### src/rtl/shs_pkg.sv
// Types and constants shared by the SHA-256 stream hasher modules.
package shs_pkg;

  typedef struct packed {
    logic [7:0] data_byte;
    logic       byte_valid;
    logic       last;
  } in_item_t;

  typedef struct packed {
    logic [31:0] digest_word;
    logic [2:0]  word_index;
    logic        last_word;
  } out_item_t;

  typedef enum logic [2:0] {
    ST_IDLE,
    ST_PAD80,
    ST_ZERO,
    ST_LEN,
    ST_COMP,
    ST_FOLD,
    ST_OUT
  } state_t;

  typedef struct packed {
    logic        shift_en;
    logic        init_en;
    logic        round_en;
    logic        fold_en;
    logic        iv_en;
    logic [31:0] word;
    logic [5:0]  round;
  } core_ctl_t;

  localparam logic [7:0] PAD_BYTE = 8'h80;
  localparam logic [5:0] LEN_POS  = 6'd56;
  localparam logic [5:0] LAST_POS = 6'd63;

  localparam logic [7:0][31:0] SHA_IV = {
    32'h5be0cd19, 32'h1f83d9ab, 32'h9b05688c, 32'h510e527f,
    32'ha54ff53a, 32'h3c6ef372, 32'hbb67ae85, 32'h6a09e667
  };

  localparam logic [31:0] ROUND_K [64] = '{
    32'h428a2f98, 32'h71374491, 32'hb5c0fbcf, 32'he9b5dba5,
    32'h3956c25b, 32'h59f111f1, 32'h923f82a4, 32'hab1c5ed5,
    32'hd807aa98, 32'h12835b01, 32'h243185be, 32'h550c7dc3,
    32'h72be5d74, 32'h80deb1fe, 32'h9bdc06a7, 32'hc19bf174,
    32'he49b69c1, 32'hefbe4786, 32'h0fc19dc6, 32'h240ca1cc,
    32'h2de92c6f, 32'h4a7484aa, 32'h5cb0a9dc, 32'h76f988da,
    32'h983e5152, 32'ha831c66d, 32'hb00327c8, 32'hbf597fc7,
    32'hc6e00bf3, 32'hd5a79147, 32'h06ca6351, 32'h14292967,
    32'h27b70a85, 32'h2e1b2138, 32'h4d2c6dfc, 32'h53380d13,
    32'h650a7354, 32'h766a0abb, 32'h81c2c92e, 32'h92722c85,
    32'ha2bfe8a1, 32'ha81a664b, 32'hc24b8b70, 32'hc76c51a3,
    32'hd192e819, 32'hd6990624, 32'hf40e3585, 32'h106aa070,
    32'h19a4c116, 32'h1e376c08, 32'h2748774c, 32'h34b0bcb5,
    32'h391c0cb3, 32'h4ed8aa4a, 32'h5b9cca4f, 32'h682e6ff3,
    32'h748f82ee, 32'h78a5636f, 32'h84c87814, 32'h8cc70208,
    32'h90befffa, 32'ha4506ceb, 32'hbef9a3f7, 32'hc67178f2
  };

endpackage

### src/rtl/shs_core.sv
// Round datapath: schedule window, working variables and chain value.
module shs_core (
  input  logic                   clk,
  input  logic                   rst_n,
  input  shs_pkg::core_ctl_t     ctl,
  output logic [7:0][31:0]       chain
);

  logic [15:0][31:0] win_r, win_nxt;
  logic [7:0][31:0]  work_r, work_nxt;
  logic [7:0][31:0]  chain_r, chain_nxt;
  logic [31:0]       sched_word;
  logic [31:0]       t1;
  logic [31:0]       t2;

  function automatic logic [31:0] rotr(input logic [31:0] x, input int unsigned n);
    rotr = (x >> n) | (x << (32 - n));
  endfunction

  function automatic logic [31:0] sig0(input logic [31:0] x);
    sig0 = rotr(x, 7) ^ rotr(x, 18) ^ (x >> 3);
  endfunction

  function automatic logic [31:0] sig1(input logic [31:0] x);
    sig1 = rotr(x, 17) ^ rotr(x, 19) ^ (x >> 10);
  endfunction

  function automatic logic [31:0] sum0(input logic [31:0] x);
    sum0 = rotr(x, 2) ^ rotr(x, 13) ^ rotr(x, 22);
  endfunction

  function automatic logic [31:0] sum1(input logic [31:0] x);
    sum1 = rotr(x, 6) ^ rotr(x, 11) ^ rotr(x, 25);
  endfunction

  always_comb begin
    sched_word = win_r[0] + sig0(win_r[1]) + win_r[9] + sig1(win_r[14]);
    t1 = work_r[7] + sum1(work_r[4]) + ((work_r[4] & work_r[5]) ^ (~work_r[4] & work_r[6]))
         + shs_pkg::ROUND_K[ctl.round] + win_r[0];
    t2 = sum0(work_r[0]) + ((work_r[0] & work_r[1]) ^ (work_r[0] & work_r[2])
         ^ (work_r[1] & work_r[2]));

    win_nxt = win_r;
    if (ctl.shift_en || ctl.round_en) begin
      for (int i = 0; i < 15; i++) begin
        win_nxt[i] = win_r[i+1];
      end
      win_nxt[15] = ctl.round_en ? sched_word : ctl.word;
    end

    work_nxt = work_r;
    if (ctl.init_en) begin
      work_nxt = chain_r;
    end else if (ctl.round_en) begin
      for (int i = 7; i > 0; i--) begin
        work_nxt[i] = work_r[i-1];
      end
      work_nxt[4] = work_r[3] + t1;
      work_nxt[0] = t1 + t2;
    end else if (ctl.fold_en) begin
      for (int i = 0; i < 7; i++) begin
        work_nxt[i] = work_r[i+1];
      end
      work_nxt[7] = work_r[0];
    end

    chain_nxt = chain_r;
    if (ctl.iv_en) begin
      chain_nxt = shs_pkg::SHA_IV;
    end else if (ctl.fold_en) begin
      for (int i = 0; i < 7; i++) begin
        chain_nxt[i] = chain_r[i+1];
      end
      chain_nxt[7] = chain_r[0] + work_r[0];
    end
  end

  always_ff @(posedge clk) begin
    win_r  <= win_nxt;
    work_r <= work_nxt;
  end

  always_ff @(posedge clk) begin
    if (!rst_n) begin
      chain_r <= shs_pkg::SHA_IV;
    end else begin
      chain_r <= chain_nxt;
    end
  end

  assign chain = chain_r;

endmodule

### src/rtl/sha256_stream_hasher.sv
// Top level of the SHA-256 stream hasher: byte packing, padding sequencer, digest output.
//
//   channel   direction  handshake             payload
//   in_*      request    in_valid / in_ready   shs_pkg::in_item_t (byte, byte_valid, last)
//   out_*     result     out_valid / out_ready shs_pkg::out_item_t (word, index, last_word)
//
// A message byte is accepted while the hasher is idle; each filled 64-byte block then goes
// through the shared round unit (64 rounds, one per cycle, and then the chain update).
// A closing request adds the padding bytes, a pause when the zero fill reaches the length
// field, one or two block compressions, and the eight digest words, one per free output
// slot.
// Reset is synchronous and returns the chain value to the initial hash and clears counters.
// in_ready is low while padding, compressing or delivering; a stalled output holds its word.
module sha256_stream_hasher (
  input  logic                 clk,
  input  logic                 rst_n,
  input  logic                 in_valid,
  output logic                 in_ready,
  input  shs_pkg::in_item_t    in_data,
  output logic                 out_valid,
  input  logic                 out_ready,
  output shs_pkg::out_item_t   out_data
);

  shs_pkg::state_t    state_r, state_nxt;
  logic [5:0]         pos_r, pos_nxt;
  logic [5:0]         cnt_r, cnt_nxt;
  logic [60:0]        bc_r, bc_nxt;
  logic [23:0]        acc_r, acc_nxt;
  logic               pad_r, pad_nxt;
  logic               p80_r, p80_nxt;
  logic               len_r, len_nxt;
  logic               out_valid_r, out_valid_nxt;
  shs_pkg::out_item_t out_data_r, out_data_nxt;
  shs_pkg::core_ctl_t ctl;
  logic [7:0][31:0]   chain;
  logic               push_en;
  logic [7:0]         push_byte;
  logic               full;
  logic [63:0]        len_bits;
  logic               in_acc;
  logic               slot_free;

  shs_core u_core (
    .clk   (clk),
    .rst_n (rst_n),
    .ctl   (ctl),
    .chain (chain)
  );

  assign in_ready  = (state_r == shs_pkg::ST_IDLE);
  assign in_acc    = in_valid && in_ready;
  assign len_bits  = {bc_r, 3'b000};
  assign slot_free = !out_valid_r || out_ready;

  always_comb begin
    state_nxt     = state_r;
    pos_nxt       = pos_r;
    cnt_nxt       = cnt_r;
    bc_nxt        = bc_r;
    acc_nxt       = acc_r;
    pad_nxt       = pad_r;
    p80_nxt       = p80_r;
    len_nxt       = len_r;
    out_valid_nxt = out_valid_r && !out_ready;
    out_data_nxt  = out_data_r;
    push_en       = 1'b0;
    push_byte     = 8'h00;
    ctl           = '0;

    unique case (state_r)
      shs_pkg::ST_IDLE: begin
        if (in_acc) begin
          pad_nxt = in_data.last;
          if (in_data.byte_valid) begin
            push_en   = 1'b1;
            push_byte = in_data.data_byte;
            bc_nxt    = bc_r + 61'd1;
          end
          if (push_en && (pos_r == shs_pkg::LAST_POS)) begin
            state_nxt = shs_pkg::ST_COMP;
          end else if (in_data.last) begin
            state_nxt = shs_pkg::ST_PAD80;
          end
        end
      end
      shs_pkg::ST_PAD80: begin
        push_en   = 1'b1;
        push_byte = shs_pkg::PAD_BYTE;
        p80_nxt   = 1'b1;
        state_nxt = (pos_r == shs_pkg::LAST_POS) ? shs_pkg::ST_COMP : shs_pkg::ST_ZERO;
      end
      shs_pkg::ST_ZERO: begin
        if (pos_r == shs_pkg::LEN_POS) begin
          state_nxt = shs_pkg::ST_LEN;
        end else begin
          push_en = 1'b1;
          if (pos_r == shs_pkg::LAST_POS) begin
            state_nxt = shs_pkg::ST_COMP;
          end
        end
      end
      shs_pkg::ST_LEN: begin
        push_en   = 1'b1;
        push_byte = len_bits[{3'd7 - pos_r[2:0], 3'b000} +: 8];
        if (pos_r == shs_pkg::LAST_POS) begin
          len_nxt   = 1'b1;
          state_nxt = shs_pkg::ST_COMP;
        end
      end
      shs_pkg::ST_COMP: begin
        ctl.round_en = 1'b1;
        ctl.round    = cnt_r;
        cnt_nxt      = cnt_r + 6'd1;
        if (cnt_r == shs_pkg::LAST_POS) begin
          state_nxt = shs_pkg::ST_FOLD;
        end
      end
      shs_pkg::ST_FOLD: begin
        ctl.fold_en = 1'b1;
        cnt_nxt     = cnt_r + 6'd1;
        if (cnt_r[2:0] == 3'd7) begin
          cnt_nxt = 6'd0;
          if (!pad_r) begin
            state_nxt = shs_pkg::ST_IDLE;
          end else if (len_r) begin
            state_nxt = shs_pkg::ST_OUT;
          end else if (p80_r) begin
            state_nxt = shs_pkg::ST_ZERO;
          end else begin
            state_nxt = shs_pkg::ST_PAD80;
          end
        end
      end
      shs_pkg::ST_OUT: begin
        if (slot_free) begin
          out_valid_nxt            = 1'b1;
          out_data_nxt.digest_word = chain[cnt_r[2:0]];
          out_data_nxt.word_index  = cnt_r[2:0];
          out_data_nxt.last_word   = (cnt_r[2:0] == 3'd7);
          cnt_nxt                  = cnt_r + 6'd1;
          if (cnt_r[2:0] == 3'd7) begin
            ctl.iv_en = 1'b1;
            cnt_nxt   = 6'd0;
            bc_nxt    = '0;
            pad_nxt   = 1'b0;
            p80_nxt   = 1'b0;
            len_nxt   = 1'b0;
            state_nxt = shs_pkg::ST_IDLE;
          end
        end
      end
      default: begin
        state_nxt = shs_pkg::ST_IDLE;
      end
    endcase

    if (push_en) begin
      acc_nxt      = {acc_r[15:0], push_byte};
      pos_nxt      = pos_r + 6'd1;
      ctl.shift_en = (pos_r[1:0] == 2'b11);
      ctl.word     = {acc_r, push_byte};
    end
    full = push_en && (pos_r == shs_pkg::LAST_POS);
    if (full) begin
      ctl.init_en = 1'b1;
      cnt_nxt     = 6'd0;
    end
  end

  always_ff @(posedge clk) begin
    if (!rst_n) begin
      state_r     <= shs_pkg::ST_IDLE;
      pos_r       <= '0;
      cnt_r       <= '0;
      bc_r        <= '0;
      pad_r       <= 1'b0;
      p80_r       <= 1'b0;
      len_r       <= 1'b0;
      out_valid_r <= 1'b0;
    end else begin
      state_r     <= state_nxt;
      pos_r       <= pos_nxt;
      cnt_r       <= cnt_nxt;
      bc_r        <= bc_nxt;
      pad_r       <= pad_nxt;
      p80_r       <= p80_nxt;
      len_r       <= len_nxt;
      out_valid_r <= out_valid_nxt;
    end
  end

  always_ff @(posedge clk) begin
    acc_r      <= acc_nxt;
    out_data_r <= out_data_nxt;
  end

  assign out_valid = out_valid_r;
  assign out_data  = out_data_r;

endmodule

### config.mk
export PLATFORM = sky130hd
export DESIGN_NAME = sha256_stream_hasher
export DESIGN_NICKNAME = d
export VERILOG_FILES = /design/src/rtl/shs_pkg.sv /design/src/rtl/shs_core.sv /design/src/rtl/sha256_stream_hasher.sv
export SDC_FILE = /design/constraint.sdc
export NUM_CORES = 2
export LEC_CHECK = 0
export ABC_AREA = 1
export BUFFER_PORTS_ARGS = -buffer_cell sky130_fd_sc_hd__buf_4
export CORE_MARGIN = 3
export CORE_UTILIZATION = 41
export DETAILED_ROUTE_END_ITERATION = 8
export GPL_TIMING_DRIVEN = 1
export PLACE_DENSITY = 0.67
export SLEW_MARGIN = 25
export SYNTH_ARGS = -nofsm -noshare
export SYNTH_HDL_FRONTEND = slang
export SYNTH_SLANG_ARGS = --single-unit
### constraint.sdc
create_clock -name clk -period 31.6 [get_ports clk]
set_input_delay 3.16 -clock clk [delete_from_list [all_inputs] [get_ports clk]]
set_output_delay 3.16 -clock clk [all_outputs]
set_load 0.005 [all_outputs]
== Word level (Yosys, flattened, before mapping) ==
Memory sizes are Yosys's and may differ from the RTL's.
Cells that the tools add are included.
Cells by class
  add/subtract/negate cells: 15
  multiply operators: 0
  div/mod/pow operators: 0
  order comparisons: 2
  equal/unequal tests: 19
  shifts and indexed selects: 1
  multiplexer cells: 57
  bitwise logic cells: 29
  reductions and logical operators: 24
Operators with widths (count)
  $mux W256: 3
  $add A32 B32 Y32: 11
  $xor A32 B32 Y32: 9
  $mux W61: 4
  $and A32 B32 Y32: 5
  $mux W32: 5
  $pmux W61 S2: 1
  $bmux W32 S3: 1
  $shiftx A64 B7 Y8: 1
  $add A61 B1 Y61 const B: 1
  $mux W3: 12
  $not A32 Y32: 1
  $or A10 B32 Y32: 1
  $or A13 B32 Y32: 1
  $or A14 B32 Y32: 1
  $or A15 B32 Y32: 1
  $or A19 B32 Y32: 1
  $or A21 B32 Y32: 1
  $or A25 B32 Y32: 1
  $or A26 B32 Y32: 1
  $or A30 B32 Y32: 1
  $or A7 B32 Y32: 1
  $xor A32 B22 Y32: 1
  $xor A32 B29 Y32: 1
  35 further kinds: 81
Storage, ports and cells
  register bits after elaboration: 1164
  latch bits: 0
  memory bits (writable): 0
  memory bits (read-only): 2048
  input port bits: 14
  output and inout port bits: 38
  word-level logic and storage cells: 192
  memories: 1
Memory list
  (no name shown): depth 64, bits a word 32, read ports 1, clocked after memory_dff 0, write ports 0, line shs_core.sv:39  | + shs_pkg::ROUND_K[ctl.round] + win_r[0];

== Logic depth before layout (Yosys ltp) ==
  depth in word-level cells: 11
  gate-level depth with buffers: 49
  gate-level depth less buffers: 48

== Modules after synthesis ==
Synthesis repeated with hierarchy kept, for this count alone.
Second synthesis, totals
  cells, all modules: 7733
  area, all modules: 66495.0 um^2
By module, submodules not included
  shs_core: times used 1, cells each 6268, area each 57061.0 um^2, seq. area each 28187.0 um^2
  sha256_stream_hasher: times used 1, cells each 1465, area each 9434.0 um^2, seq. area each 3403.3 um^2

== Least setup slack after synthesis ==
OpenSTA, ideal clock, no wires.
  kind: input -> register
  start point: input in_data[1] in the netlist's numbering
  end point: register u_core.win_r[0] in the netlist's numbering, enable pin
  setup time: 0.903 ns
  data arrival time: 14.717 ns
  data required time: 30.697 ns
  path slack: 15.980 ns
  cell stages on the path: 7
  path buffers: 1
  path through: nand2_2 nor2_1 inv_1 nand4_2 buf_2 nand2_1 nand2_1
On the way
  cells in the longest elaborated chain, start to end: 7
Ends and longest elaborated chain
  start, declared: line sha256_stream_hasher.sv:19  | input shs_pkg::in_item_t in_data,
  $mux W1: line sha256_stream_hasher.sv:75  | if (in_data.byte_valid) begin
  $mux W1: line sha256_stream_hasher.sv:73  | if (in_acc) begin
  $mux W1: line sha256_stream_hasher.sv:71  | unique case (state_r)
  $mux W1: line sha256_stream_hasher.sv:73
  $pmux W1 S3: line sha256_stream_hasher.sv:71
  $mux W1: line sha256_stream_hasher.sv:158  | if (push_en) begin
  $logic_or A1 B1 Y1: line shs_core.sv:44  | if (ctl.shift_en || ctl.round_en) begin
  end signal, assigned: line shs_core.sv:79  | win_r <= win_nxt;
  end, declared: line shs_core.sv:9  | logic [15:0][31:0] win_r, win_nxt;
Every way passes these cells. The select of a mux whose other input is x is not followed.
A chain may end at the register's enable or synchronous reset.

==> out/results.tsv <==
stage	metric	value	unit
power_and_ir_drop	power.density	46.48	nW/µm²
setup_path	start_kind	flop	
clock_tree	cts-root-buf	clkbuf_16	
timing	slew-limit-headroom	26.88	%
min_path	hold_class	reg2reg	
floorplanning	core-area	158900	µm²
final_layout	final_nets	7678	
power_and_ir_drop	total_leakage_power	0.02896	µW
floorplanning	dieHeight	406.8	µm
timing	slew_violations	0	
floorplanning	boundaryPins	52	
grt	grtUsageTotal	27.88	%
placement	gp_congestion	1.064	
clock_tree	cts_hold_buf	0	
timing	rsz0062_at_grt	no	
setup_path	crit_arrival	11.14	ns
timing	fin_tns_setup	0	ns
timing	setup_viol_count_final	0	
power_and_ir_drop	max-vdd-ir-drop	0.05464	mV
timing	finClkSkew	0.05259	ns
route	drcViolationCount	0	
grt	grt_pass1_wl	339300	µm
yosys	synth_flop_cell	edfxtp_1	
clock_tree	cts_resized	0	
route	drt_wl_total	234400	µm
timing	finalCritPeriodShare	33.65	%
grt	grt_remaining_overflow	0	
yosys	synth_warnings	0	
timing	layout_min_cycle_time	10.63	ns
clock_tree	ctsHtreeMaxLevel	4	
outcome	outcome	complete, no violations	
yosys	synth_fp_nets	7800	
floorplanning	dieWidth	406.8	µm
setup_path	cp_slowest_stage_delay	0.73	ns
route	routed_via_density	5.716	
floorplanning	start_util	41.44	%
timing	fmax	94.03	MHz
yosys	yosys_register_bits	1164	
route	antenna_left	0	
setup_path	critical_path_class	reg2reg	
clock_tree	cts_buffers	130	
yosys	synthTopCellsByArea	edfxtp_1 (38%), dfxtp_1 (10%), nand2_1 (9.3%)	
grt	grt_max_degree	203	
yosys	synth_enable_flop_cells	828	
floorplanning	dieArea	165500	µm²
setup_path	cpMaxStageDelayCell	dfxtp_1	
yosys	syn_inst	7421	
yosys	avgSynthCellArea	8.876	µm²
grt	grt_pass1_vias	50941	
clock_tree	clk_path_buf_depth	3	
yosys	async_reset_ff_share	0	%
floorplanning	rows	146	
route	dr.first_iter.drc_count	6676	
setup_path	end_kind	flop	
route	drt_first_pass_iters	6	
placement	dp_hpwl	175600	µm
yosys	mappedNetlistArea	65870	µm²
clock_tree	cts_tree	done	
route	vias	54186	
yosys	netlist.area_leader.share	37.75	%
clock_tree	post_cts_buffers	0	
final_layout	drive_above_1_share	5.213	%
yosys	yosysMostFrequentCell	nand2_1	
placement	io_buffers	51	
grt	antenna_found_initial	12	
timing	hold_viol_final	0	
setup_path	crit_required	32.11	ns
run	cap_violations	0	
clock_tree	path_clk_slew	0.07	ns
timing	fin_hold_ws	0.3974	ns
yosys	ys_types	63	
setup_path	critPathMaxFanout	55	
timing	worst_pin_slew	1.097	ns
yosys	seq_area_frac_synth	47.96	%
route	wire_per_inst	24.73	µm
yosys	yosys-top-cells-count	nand2_1 (1626), inv_1 (872), edfxtp_1 (828)	
clock_tree	clock-sinks	1164	
clock_tree	clkLatencyLatePin	0.80	ns
final_layout	area_growth	9.724	%
yosys	yosysTopAreaCell	edfxtp_1	
==> flip-flops by register name, indices dropped and copies added, names as in the netlist <==
register / count
p80_r: 1
pos_r: 6
u_core.work_r: 256
out_valid: 1
len_r: 1
acc_r: 24
pad_r: 1
cnt_r: 6
out_data: 36
state_r: 3
bc_r: 61
u_core.chain: 256
u_core.win_r: 512
==> power breakdown <==
part           internal, µW  leakage [µW]  switching, µW  total (µW)
combinational          59.3        0.0167            143         202
sequential             1640        0.0102           10.5        1650
clock                   860       0.00209            650        1510
==> metal layers <==
metal  track usage [%]  up-vias  part of all wire (%)
li1                  -    24830                     -
met5                 0        -                 0.012
met3             5.710      549                   9.6
met4             14.38        4                   5.8
met1             37.80    26023                    41
met2             42.17     2780                    43
==> layout make-up <==
type	count	area, µm²
Fill cell	15269	86660
Sequential cell	1164	31600
Multi-Input combinational cell	5003	29540
Clock buffer	163	3512
Inverter	889	3366
Tap cell	2072	2592
Timing Repair Buffer	111	895.9
Clock inverter	74	760.7
Antenna cell	4	10.01
==> cells by family (layout without fill, tap and decap cells) <==
kind of cell / after synthesis / after routing / synth area share, %
simple gates: 2502 / 2502 / 15.51
compound gates: 1762 / 1762 / 15.15
buf+inv: 1254 / 1237 / 7.285
flops: 1164 / 1164 / 47.96
fa+ha+maj: 381 / 381 / 9.320
xor+xnor: 350 / 350 / 4.654
mux: 8 / 8 / 0.1216
other cells: 0 / 4 / 0
==> final timing paths <==
check / end / depth (start not counted) / from / slack (ns)
hold / removal: u_core.win_r[364] / 0 / u_core.win_r[396] / 0.40
setup / recovery: u_core.work_r[18] / 33 / state_r[2] / 20.97
setup reg to reg: u_core.work_r[18] / 33 / state_r[2] / 20.97
hold reg to reg: u_core.win_r[364] / 0 / u_core.win_r[396] / 0.40
==> placed cells by master (no fill, tap or decap), types with 12 or more instances in the layout <==
master / synthesis / final
clkinv_2: 1 / 24
maj3_1: 16 / 16
a31oi_1: 138 / 136
nor4_1: 21 / 21
inv_2: 13 / 13
o211ai_1: 183 / 183
fa_1: 188 / 188
nand2_1: 1626 / 1623
o21ai_1: 128 / 131
o21bai_1: 24 / 24
clkbuf_16: 0 / 134
o21ai_0: 561 / 558
dfxtp_1: 336 / 334
edfxtp_1: 828 / 828
nor2_1: 445 / 444
inv_1: 872 / 869
nor3_1: 70 / 70
buf_4: 2 / 106
xor2_1: 205 / 205
or2_2: 13 / 13
a211oi_1: 12 / 12
a21oi_1: 582 / 581
nand4_1: 71 / 71
clkinv_1: 3 / 17
o221ai_1: 17 / 17
a221oi_1: 15 / 15
a21o_1: 28 / 28
ha_1: 177 / 177
o21a_1: 14 / 14
xnor2_1: 145 / 145
clkbuf_1: 274 / 24
nand3_1: 218 / 217
==> worst max-delay path, delay by kind of cell (launching register included) <==
family                     cells  cell delay, ns
adders and majority gates      8            3.50
and+or+nand+nor               13            2.86
AOI/OAI and AO/OA              6            1.99
buffers and inverters          5            0.75
DFF                            1            0.73
xor gates and xnor gates       1            0.54
==> stage by stage <==
stage	instances	util (%)	setup slack (ns)	total power [µW]	instance area, µm²
6_report	9480	45.47	20.97	3359	72270
5_1_grt	9476	45.47	20.50	3464	72260
4_1_cts	9476	45.46	21.23	3386	72250
3_5_place_dp	9239	42.77	21.27	1875	67980
3_3_place_gp	9239	42.77	21.50	1875	67980
2_1_floorplan	7421	-	15.98	1813	65870
No activity file was read; power rests on OpenSTA's default activity.
